[src/rtl/mcc_pkg.sv]
// Package for the mnemonic checksum check block: payload types, FSM states,
// SHA-256 constants and round helper functions. No dependencies.
package mcc_pkg;

  localparam int WordBits  = 11;
  localparam int WordCount = 12;
  localparam int PosBits   = 4;
  localparam int RoundCount = 64;
  localparam int RoundBits  = 6;

  typedef struct packed {
    logic [WordBits-1:0] word_index;
    logic                mnemonic_start;
  } in_item_t;

  typedef struct packed {
    logic        checksum_ok;
    logic [3:0]  stored_checksum;
    logic [3:0]  computed_checksum;
    logic [63:0] entropy_high;
    logic [63:0] entropy_low;
  } out_item_t;

  typedef enum logic [1:0] {
    ST_COLLECT,
    ST_HASH,
    ST_OUTPUT
  } state_t;

  // controller -> datapath
  typedef struct packed {
    logic       store_word;
    logic       load_hash;
    logic       round_step;
    logic [RoundBits-1:0] round_num;
    logic       load_result;
  } dp_cmd_t;

  function automatic logic [31:0] round_k(input logic [RoundBits-1:0] i);
    logic [31:0] k [0:63];
    k = '{
      32'h428a2f98, 32'h71374491, 32'hb5c0fbcf, 32'he9b5dba5, 32'h3956c25b, 32'h59f111f1,
      32'h923f82a4, 32'hab1c5ed5, 32'hd807aa98, 32'h12835b01, 32'h243185be, 32'h550c7dc3,
      32'h72be5d74, 32'h80deb1fe, 32'h9bdc06a7, 32'hc19bf174, 32'he49b69c1, 32'hefbe4786,
      32'h0fc19dc6, 32'h240ca1cc, 32'h2de92c6f, 32'h4a7484aa, 32'h5cb0a9dc, 32'h76f988da,
      32'h983e5152, 32'ha831c66d, 32'hb00327c8, 32'hbf597fc7, 32'hc6e00bf3, 32'hd5a79147,
      32'h06ca6351, 32'h14292967, 32'h27b70a85, 32'h2e1b2138, 32'h4d2c6dfc, 32'h53380d13,
      32'h650a7354, 32'h766a0abb, 32'h81c2c92e, 32'h92722c85, 32'ha2bfe8a1, 32'ha81a664b,
      32'hc24b8b70, 32'hc76c51a3, 32'hd192e819, 32'hd6990624, 32'hf40e3585, 32'h106aa070,
      32'h19a4c116, 32'h1e376c08, 32'h2748774c, 32'h34b0bcb5, 32'h391c0cb3, 32'h4ed8aa4a,
      32'h5b9cca4f, 32'h682e6ff3, 32'h748f82ee, 32'h78a5636f, 32'h84c87814, 32'h8cc70208,
      32'h90befffa, 32'ha4506ceb, 32'hbef9a3f7, 32'hc67178f2};
    return k[i];
  endfunction

  localparam logic [255:0] StartH = {
    32'h6a09e667, 32'hbb67ae85, 32'h3c6ef372, 32'ha54ff53a,
    32'h510e527f, 32'h9b05688c, 32'h1f83d9ab, 32'h5be0cd19};

  localparam logic [31:0] PadWord = 32'h8000_0000;
  localparam logic [31:0] LenWord = 32'd128;

  function automatic logic [31:0] rotr(input logic [31:0] x, input int n);
    return (x >> n) | (x << (32 - n));
  endfunction

endpackage

[src/rtl/mnemonic_checksum_check_core.sv]
// Top level of the mnemonic checksum check: controller plus datapath.
// Depends on mcc_pkg, mcc_ctrl and mcc_datapath.
//
//   channel | signals                        | payload
//   in      | in_valid / in_ready            | mcc_pkg::in_item_t
//   out     | out_valid / out_ready          | mcc_pkg::out_item_t
//
// Words 1..11 are stored as they are accepted. The twelfth word starts the
// rounds of the single shared SHA-256 round unit, then the result is held
// until taken; input is not accepted during hashing or while the result waits.
// Reset clears the slot counter and FSM; stored words are not cleared.
module mnemonic_checksum_check_core (
  input  logic                clk,
  input  logic                rst,
  input  logic                in_valid,
  output logic                in_ready,
  input  mcc_pkg::in_item_t   in_data,
  output logic                out_valid,
  input  logic                out_ready,
  output mcc_pkg::out_item_t  out_data
);
  import mcc_pkg::*;

  dp_cmd_t cmd;
  logic [PosBits-1:0] word_pos;

  mcc_ctrl u_ctrl (
    .clk       (clk),
    .rst       (rst),
    .in_valid  (in_valid),
    .in_start  (in_data.mnemonic_start),
    .in_ready  (in_ready),
    .out_valid (out_valid),
    .out_ready (out_ready),
    .word_pos  (word_pos),
    .cmd       (cmd)
  );

  mcc_datapath u_dp (
    .clk        (clk),
    .word_index (in_data.word_index),
    .word_pos   (word_pos),
    .cmd        (cmd),
    .result     (out_data)
  );
endmodule

[src/rtl/mcc_ctrl.sv]
// Controller FSM for the mnemonic checksum check: word slot counter,
// round counter and handshake. Depends on mcc_pkg.
module mcc_ctrl (
  input  logic             clk,
  input  logic             rst,
  input  logic             in_valid,
  input  logic             in_start,
  output logic             in_ready,
  output logic             out_valid,
  input  logic             out_ready,
  output logic [mcc_pkg::PosBits-1:0] word_pos,
  output mcc_pkg::dp_cmd_t cmd
);
  import mcc_pkg::*;

  state_t state, state_next;
  logic [PosBits-1:0]   pos, pos_next;
  logic [RoundBits-1:0] round, round_next;
  logic [PosBits-1:0]   slot;
  logic                 accept;

  assign accept = in_valid && in_ready;
  assign slot   = in_start ? '0 : pos;
  assign word_pos = slot;

  always_ff @(posedge clk) begin
    if (rst) begin
      state <= ST_COLLECT;
      pos   <= '0;
      round <= '0;
    end else begin
      state <= state_next;
      pos   <= pos_next;
      round <= round_next;
    end
  end

  always_comb begin
    state_next = state;
    pos_next   = pos;
    round_next = round;
    case (state)
      ST_COLLECT: begin
        if (accept) begin
          if (slot == PosBits'(WordCount - 1)) begin
            pos_next   = '0;
            round_next = '0;
            state_next = ST_HASH;
          end else begin
            pos_next = slot + PosBits'(1);
          end
        end
      end
      ST_HASH: begin
        round_next = round + RoundBits'(1);
        if (round == RoundBits'(RoundCount - 1)) state_next = ST_OUTPUT;
      end
      ST_OUTPUT: begin
        if (out_ready) state_next = ST_COLLECT;
      end
      default: state_next = ST_COLLECT;
    endcase
  end

  always_comb begin
    in_ready  = 1'b0;
    out_valid = 1'b0;
    cmd       = '0;
    cmd.round_num = round;
    case (state)
      ST_COLLECT: begin
        in_ready = 1'b1;
        cmd.store_word = accept;
        cmd.load_hash  = accept && (slot == PosBits'(WordCount - 1));
      end
      ST_HASH: begin
        cmd.round_step  = 1'b1;
        cmd.load_result = (round == RoundBits'(RoundCount - 1));
      end
      ST_OUTPUT: out_valid = 1'b1;
      default: ;
    endcase
  end
endmodule

[src/rtl/mcc_datapath.sv]
// Datapath for the mnemonic checksum check: word registers, message schedule
// shift window and one SHA-256 round per cycle. Depends on mcc_pkg.
module mcc_datapath (
  input  logic              clk,
  input  logic [mcc_pkg::WordBits-1:0] word_index,
  input  logic [mcc_pkg::PosBits-1:0]  word_pos,
  input  mcc_pkg::dp_cmd_t  cmd,
  output mcc_pkg::out_item_t result
);
  import mcc_pkg::*;

  logic [WordBits-1:0] words [WordCount];
  logic [WordBits*WordCount-1:0] packed_bits;
  logic [WordBits*WordCount-1:0] next_bits;
  logic [511:0] sched;
  logic [31:0]  va, vb, vc, vd, ve, vf, vg, vh;
  logic [31:0]  s0, s1, w_new, t1, t2;
  logic [3:0]   stored_nib;
  // entropy kept aside since the schedule window shifts it out
  logic [127:0] sched_ent;

  always_comb begin
    for (int i = 0; i < WordCount; i++)
      packed_bits[WordBits*(WordCount-1-i) +: WordBits] = words[i];
    next_bits = packed_bits;
    // twelfth word arrives in the same cycle as the hash load
    next_bits[WordBits-1:0] = word_index;
  end

  always_ff @(posedge clk) begin
    if (cmd.store_word) words[word_pos] <= word_index;
  end

  // schedule window: sched[511:480] is w[t]
  always_comb begin
    s0 = rotr(sched[479:448], 7) ^ rotr(sched[479:448], 18) ^ (sched[479:448] >> 3);
    s1 = rotr(sched[63:32], 17) ^ rotr(sched[63:32], 19) ^ (sched[63:32] >> 10);
    w_new = sched[511:480] + s0 + sched[223:192] + s1;
    t1 = vh + (rotr(ve, 6) ^ rotr(ve, 11) ^ rotr(ve, 25)) + ((ve & vf) ^ (~ve & vg))
         + round_k(cmd.round_num) + sched[511:480];
    t2 = (rotr(va, 2) ^ rotr(va, 13) ^ rotr(va, 22)) + ((va & vb) ^ (va & vc) ^ (vb & vc));
  end

  always_ff @(posedge clk) begin
    if (cmd.load_hash) begin
      sched <= {next_bits[131:4], PadWord, 320'd0, LenWord};
      {va, vb, vc, vd, ve, vf, vg, vh} <= StartH;
      stored_nib <= next_bits[3:0];
    end else if (cmd.round_step) begin
      sched <= {sched[479:0], w_new};
      vh <= vg; vg <= vf; vf <= ve; ve <= vd + t1;
      vd <= vc; vc <= vb; vb <= va; va <= t1 + t2;
    end
    if (cmd.load_result) begin
      result.stored_checksum   <= stored_nib;
      result.computed_checksum <= 4'((t1 + t2 + StartH[255:224]) >> 28);
      result.checksum_ok       <= (stored_nib == 4'((t1 + t2 + StartH[255:224]) >> 28));
      result.entropy_high      <= sched_ent[127:64];
      result.entropy_low       <= sched_ent[63:0];
    end
  end

  always_ff @(posedge clk) begin
    if (cmd.load_hash) sched_ent <= next_bits[131:4];
  end
endmodule
[config.mk]
export PLATFORM = sky130hd
export DESIGN_NAME = mnemonic_checksum_check_core
export DESIGN_NICKNAME = d
export VERILOG_FILES = /design/src/rtl/mcc_pkg.sv /design/src/rtl/mnemonic_checksum_check_core.sv /design/src/rtl/mcc_ctrl.sv /design/src/rtl/mcc_datapath.sv
export SDC_FILE = /design/constraint.sdc
export NUM_CORES = 2
export LEC_CHECK = 0
export ABC_CLOCK_PERIOD_IN_PS = 12440
export BUFFER_PORTS_ARGS = -buffer_cell sky130_fd_sc_hd__buf_2
export CAP_MARGIN = 20
export CORE_ASPECT_RATIO = 1.4
export CORE_MARGIN = 8
export CORE_UTILIZATION = 58
export CTS_CLUSTER_DIAMETER = 80
export DETAILED_ROUTE_END_ITERATION = 7
export PLACE_DENSITY = 0.83
export SYNTH_ARGS = -nofsm -noshare
export SYNTH_HDL_FRONTEND = slang
export SYNTH_SLANG_ARGS = --single-unit
[constraint.sdc]
create_clock -name clk -period 12.44 [get_ports clk]
set_input_delay 0.622 -clock clk [delete_from_list [all_inputs] [get_ports clk]]
set_output_delay 0.622 -clock clk [all_outputs]
set_load 0.03 [all_outputs]
Yosys cells after proc, flatten, opt, wreduce, memory -nomap -nowiden
Memories as Yosys holds them, arrays and structs flattened. Cells that the tools add are included.

Bits in registers: 1049. Bits in writable memories: 132. Bits in read-only memories: 2048. Input port bits: 16. Output and inout bits: 139. Logic and storage cells: 102. Memories kept: 2.

Memory list: (name not given) (words 64, bits a word 32, rd ports 1, clocked after memory_dff 0, write ports 0, RTL line mcc_pkg.sv:53) `return k[i];`; u_dp.words (words 12, bits a word 11, rd ports 11, clocked after memory_dff 0, write ports 1, RTL line mcc_datapath.sv:12) `logic [WordBits-1:0] words [WordCount];`.

$add $sub $neg: 13. Order comparisons: 1. Equal/unequal tests: 9. Mux-type cells: 21. Bitwise logic cells: 28. Reduce and logical (&&, ||, !) cells: 8.

Operators with widths (count): 512-bit two-way mux (2); 32-bit adder (10); 32-bit XOR (9); 32-bit AND (5); 32-bit two-way mux (2); 32-bit by 31-bit adder with 32-bit output, second input constant (1); 32-bit NOT (1); 10-bit by 32-bit bitwise OR with 32-bit output (1); 13-bit by 32-bit bitwise OR with 32-bit output (1); 14-bit by 32-bit bitwise OR with 32-bit output (1); 15-bit by 32-bit bitwise OR with 32-bit output (1); 19-bit by 32-bit bitwise OR with 32-bit output (1); 21-bit by 32-bit bitwise OR with 32-bit output (1); 25-bit by 32-bit bitwise OR with 32-bit output (1); 26-bit by 32-bit bitwise OR with 32-bit output (1); 30-bit by 32-bit bitwise OR with 32-bit output (1); 7-bit by 32-bit bitwise OR with 32-bit output (1); 32-bit by 22-bit XOR with 32-bit output (1); 32-bit by 29-bit XOR with 32-bit output (1); 6-bit two-way mux (2); 6-bit one-hot mux with 2 select lines (1); 2-bit two-way mux (5); 4-bit two-way mux (2); 7-bit greater-or-equal comparator, second input constant (1); other kinds (18) (27).

Depth between registers and ports, before layout
Word-level depth: 10. Gate-level depth with buffers: 44. Mapped depth without buffers: 42.

Cells and area by module
Synthesis repeated with hierarchy kept, for this count alone.

Cells, all modules: 5323. Area total of the unflattened synthesis: 57067.2 µm².

By module, submodules not included: mcc_datapath (times used 1, cells an instance 5247, area each 56435.4 µm², seq. area each 28367.2 µm²); mcc_ctrl (times used 1, cells an instance 76, area each 631.9 µm², seq. area each 240.2 µm²).

Worst setup path before layout
No wires, ideal clock.

Kind: flip-flop to flip-flop. Start: reg u_ctrl.round[0]. End: reg u_dp.result[136] (netlist bit) (data pin). Data arrival time: 8.855 ns. Data required time: 12.182 ns. Setup slack: 3.328 ns. Stages on the path, launching flop included: 37. Period minus slack after synthesis: 9.112 ns. Cell sequence: dfxtp_1 -> clkbuf_1 -> clkinv_1 -> ha_1 -> clkbuf_1 -> nor2b_1 -> o311ai_0 -> o21ai_0 -> o21ai_0 -> fa_1 -> fa_1 -> fa_1 -> inv_1 -> ha_1 -> fa_1 -> a211oi_1 -> o21bai_1 -> o21ai_0 -> o21ai_0 -> a21o_1 -> a21oi_1 -> xnor2_1 -> fa_1 -> ha_1 -> a21oi_1 -> nand2_1 -> a21oi_1 -> nor2_1 -> a221oi_1 -> xnor2_1 -> o311a_1 -> o2111ai_1 -> o31a_2 -> xor2_1 -> mux2_1 -> a21oi_1 -> a21oi_2.

Word-level cells in the longest chain between the ends: 9.

RTL lines: from (decl) (RTL line mcc_ctrl.sv:18) `logic [RoundBits-1:0] round, round_next;`; from (signal assigned) (RTL line mcc_ctrl.sv:34) `round <= round_next;`; 6-bit NOT with 7-bit output (not written as such) (RTL line mcc_pkg.sv:53); memory 64 x 32 bit; 32-bit two-way mux (not written as such) (2 in a row) (RTL line mcc_pkg.sv:53); 32-bit adder (2 in a row) (RTL line mcc_datapath.sv:40) `+ round_k(cmd.round_num) + sched[511:480];`; 32-bit adder (RTL line mcc_datapath.sv:57) `result.checksum_ok <= (stored_nib == 4'((t1 + t2 + StartH[255:224]) >> 28));`; 32-bit by 31-bit adder with 32-bit output (RTL line mcc_datapath.sv:57); 4-bit == test (RTL line mcc_datapath.sv:57); to (decl) (RTL line mcc_datapath.sv:8) `output mcc_pkg::out_item_t result`.

No other way between the ends. The select of a mux whose other input is x is not followed. A chain may end at the register's enable or synchronous reset.

Final worst setup path
Same ends and word-level chain as after synthesis.

==> PnR_summary.wiki <==
{| class="wikitable"
! Metric !! Value
|-
| Outcome || completed
|-
| Number of non-filler instances in the completed layout || 5607
|-
| Starting density of the core || 0.583
|-
| CP endpoint kind || flip-flop
|-
| Maximum clock path buffer count || 3
|-
| Worst reg-to-reg path cell count || 37
|-
| Largest clock skew in the final design || approximately 0.072 ns
|-
| Die span in x || 271 microns
|-
| Worst vdd rail ir drop || approximately 0.17 mV
|-
| Via total after detailed routing || roughly 36000
|-
| Final-layout worst hold slack || 0.179 ns
|-
| Cts hold-fix bufs || 0
|-
| Net Count, Synth || ~4700
|-
| Total negative setup slack || 0 ns
|-
| DRC violations left || 0
|-
| Period Utilization, post-route || 0.851
|-
| Overall power of the completed layout || about 7.4 mW
|-
| Placement-stage cell area || approximately 54000 sq um
|-
| Number of placed instances with taps included || roughly 5400
|-
| Die Outline Area || ~100000 sq um
|-
| Data required time of the worst path || around 13 ns
|-
| Most common cell after layout, fill and taps aside || sky130_fd_sc_hd__dfxtp_1
|-
| Number of port buffers || approximately 150
|-
| Distinct cell type count of the synthesized netlist || 84
|-
| Gate count after technology mapping || around 4400
|-
| Initial antenna violation count || 2
|-
| Number of nets still failing antenna checks after routing || 0
|-
| Sum of routed wire length over all layers || around 160000 microns
|-
| Worst hold path class || in -> reg
|-
| Library cell with the largest summed area after synthesis || sky130_fd_sc_hd__edfxtp_1
|-
| Antenna fix cells || 0
|-
| Reg-to-reg endpoint || u_dp.result[136]$_DFFE_PP_
|-
| Number of instances resized during post-cts repair || 0
|-
| Fraction of synthesis flops using an asynchronous set or reset pin || 0
|-
| Detailed-router iteration count before antenna repair || 6
|-
| Largest fanout of any net on the critical path || 13
|-
| TritonCTS clock tree || done
|-
| Hold depth || 3
|-
| Global-route usage over all layers || 0.298
|-
| GRT overflow || 0
|-
| Clock tree root buffer cell || sky130_fd_sc_hd__clkbuf_16
|-
| Layout overhead on the synthesized area || 9.57%
|-
| First-iteration detailed-routing DRC count || roughly 3500
|-
| CP Class || reg -> reg
|-
| Final weighted congestion of routability-driven global placement || between 0.9 and 1
|-
| Seq/Total Area, Yosys || 0.542
|-
| Startpoint of the worst-slack reg-to-reg timing path || u_ctrl.round[0]$_SDFFE_PP0P_
|-
| Clk sinks || ~1200
|-
| Launching element type of the critical path || flip-flop
|-
| Die boundary height || around 370 microns
|-
| Number of max-cap violations || 0
|-
| Clock latency on the worst-skew pair || between 0.7 and 0.8 ns
|-
| Shortest clock period the worst path allows after layout || around 11 ns
|-
| Unrepaired setup endpoints after global routing || false
|-
| Final Setup Violations || 0
|-
| Post-CTS setup buffer count || 0
|-
| Cell with the most instances on the worst path || sky130_fd_sc_hd__a21oi_1
|-
| Areal power density over the cells || 128 nW/um^2
|-
| TritonCTS Buffers || 104
|-
| CTS clock-pin slew for the worst setup and hold paths || ~0.07 ns
|-
| Launch point of the worst hold path || in_valid
|-
| Max Freq || 94.4 MHz
|-
| Vias in the first global route || about 35000
|-
| Sequential Area || roughly 29000 sq um
|-
| Count of synthesis-stage warnings from yosys || 0
|-
| Endpoint arrival time on the critical path || 11.06 ns
|-
| Leakage power figure || roughly 23 nW
|-
| Average wire per standard cell || ~28 microns
|-
| Hold worst-path end || u_ctrl.pos[1]$_SDFFE_PP0P_
|-
| Final hold vios || 0
|-
| Slowest stage cell, crit path || sky130_fd_sc_hd__o21ai_0
|-
| Cell types occupying the most area after synthesis || sky130_fd_sc_hd__edfxtp_1, sky130_fd_sc_hd__dfxtp_1, sky130_fd_sc_hd__a22o_1, sky130_fd_sc_hd__fa_1, sky130_fd_sc_hd__xnor2_1
|-
| Post-layout instance area || between 50000 and 60000 sq um
|-
| Area of the multi-input gates || 22300 sq um
|-
| Top-area cell type share of the netlist area || 0.294
|-
| Main flop type after synthesis || sky130_fd_sc_hd__dfxtp_1
|-
| Flop-to-flop setup slack || approximately 1.9 ns
|-
| Final count of pins violating max slew || 0
|-
| Commonest non-fill, non-tap cells in the layout || sky130_fd_sc_hd__dfxtp_1, sky130_fd_sc_hd__a22o_1, sky130_fd_sc_hd__edfxtp_1
|-
| H-Tree Level Count || 3
|-
| Number of flops mapped to enable cells by yosys || between 500 and 600
|-
| Total number of placement rows || 131
|-
| Placeable core area || 90600 sq um
|-
| Number of top-level pins || roughly 160
|-
| Count of nets after finishing || roughly 4700
|-
| Worst-case headroom to the max-slew limit || 0.246
|-
| Proportion of layout cells with a drive suffix above 1 || 0.0934
|-
| Largest stage delay, worst path || roughly 0.68 ns
|-
| Largest net degree at the start of global routing || between 200 and 250
|-
| Vias per inst || approximately 6.4
|-
| Register bit count reported by yosys || between 1000 and 1500
|-
| Transition at the pin with the smallest max-transition slack || between 1 and 1.5 ns
|-
| Post-synth design cell area || ~53000 sq um
|-
| DPL Wire Length || 108000 microns
|-
| Number of filler cells placed in the layout || 6678
|-
| Global-route wire length before repair || about 230000 microns
|-
| Synthesized area per cell || ~12 sq um
|}
cell usage after synthesis (25+ instances only):
cell / n
sky130_fd_sc_hd__dfxtp_1: 652
sky130_fd_sc_hd__a22o_1: 584
sky130_fd_sc_hd__edfxtp_1: 518
sky130_fd_sc_hd__clkbuf_1: 301
sky130_fd_sc_hd__xnor2_1: 272
sky130_fd_sc_hd__inv_1: 196
sky130_fd_sc_hd__fa_1: 187
sky130_fd_sc_hd__a21oi_1: 182
sky130_fd_sc_hd__nand2_1: 179
sky130_fd_sc_hd__o21ai_0: 170
sky130_fd_sc_hd__nor2_1: 164
sky130_fd_sc_hd__ha_1: 147
sky130_fd_sc_hd__o22a_1: 118
sky130_fd_sc_hd__xor2_1: 97
sky130_fd_sc_hd__nor3_1: 54
sky130_fd_sc_hd__a21o_1: 49
sky130_fd_sc_hd__mux2i_1: 31
sky130_fd_sc_hd__nand3_1: 30
sky130_fd_sc_hd__buf_1: 25
cells by family (layout without fill, tap and decap cells):
family                   after synthesis  count (layout)  share of synthesized area
AO/OA/AOI/OAI                       1330            1330                      0.191
flip-flops                          1170            1170                      0.542
AND/OR/NAND/NOR                      552             552                     0.0475
buffers and inverters                529             584                     0.0378
XOR/XNOR                             372             372                     0.0622
adder cells (fa/ha/maj)              357             357                      0.110
multiplexers                          45              45                     0.0101
per-stage QoR:
| stage | util | setup WS (ns) |
|---|---|---|
| final | 0.639 | 1.85 |
| after global routing | 0.639 | 1.24 |
| after CTS | 0.638 | 1.95 |
| after detailed placement | 0.598 | 1.97 |
| after global placement | 0.598 | 2.12 |
| after floorplan | - | 3.33 |
sequential cells by signal (all words and copies together) (netlist names):
signal           flops
u_ctrl.pos           4
u_dp.vd             32
u_dp.vg             32
u_dp.vf             32
u_dp.words         121
u_dp.sched_ent     128
u_dp.va             32
u_dp.vh             32
u_dp.stored_nib      4
u_dp.vb             32
u_dp.sched         512
u_dp.result        137
u_dp.ve             32
u_dp.vc             32
u_ctrl.round         6
u_ctrl.state         2
critical path, delay by kind of cell, from the launching register on:
| family | cells | cell delay (ns) |
|---|---|---|
| mux | 1 | 0.31 |
| buf+inv | 3 | 0.62 |
| flops | 1 | 0.34 |
| compound gates | 17 | 4.38 |
| xor+xnor | 3 | 0.63 |
| fa+ha+maj | 7 | 3.22 |
| simple gates | 6 | 0.86 |
where the power goes:
group          switching, mW  internal [mW]
clock                   1.51           1.89
sequential           0.00369           3.99
combinational         0.0208        0.00292
layer usage:
| layer | vias up | GRT usage | wire [microns] |
|---|---|---|---|
| met4 | 0 | 0.170 | 10300 |
| met2 | 1611 | 0.514 | 78500 |
| met5 | - | 0 | 0 |
| li1 | 15852 | - | - |
| met1 | 17803 | 0.354 | 57000 |
| met3 | 430 | 0.0441 | 9810 |
how the worst max path moves through the flow:
stage	from	depth (start not counted)	endpoint	slack (ns)
finish	u_ctrl.round[0]$_SDFFE_PP0P_	37	u_dp.result[136]$_DFFE_PP_	1.85
global route	u_ctrl.round[0]$_SDFFE_PP0P_	37	u_dp.result[136]$_DFFE_PP_	1.24
CTS	u_ctrl.round[0]$_SDFFE_PP0P_	37	u_dp.result[136]$_DFFE_PP_	1.95
detailed placement	u_ctrl.round[0]$_SDFFE_PP0P_	37	u_dp.result[136]$_DFFE_PP_	1.97
global placement	u_ctrl.round[0]$_SDFFE_PP0P_	37	u_dp.result[136]$_DFFE_PP_	2.12
floorplan	u_ctrl.round[0]$_SDFFE_PP0P_	36	u_dp.result[136]$_DFFE_PP_	3.33
layout make-up:
type / instances / share of cell area
clock buffers: 145 / 0.0516
clock inverters: 49 / 0.0116
inverters: 200 / 0.0131
multi-input cells: 2656 / 0.384
flip-flops and latches: 1170 / 0.494
well taps: 1197 / 0.0259
repair buffers: 190 / 0.0190
(Power assumes the default switching activity.)
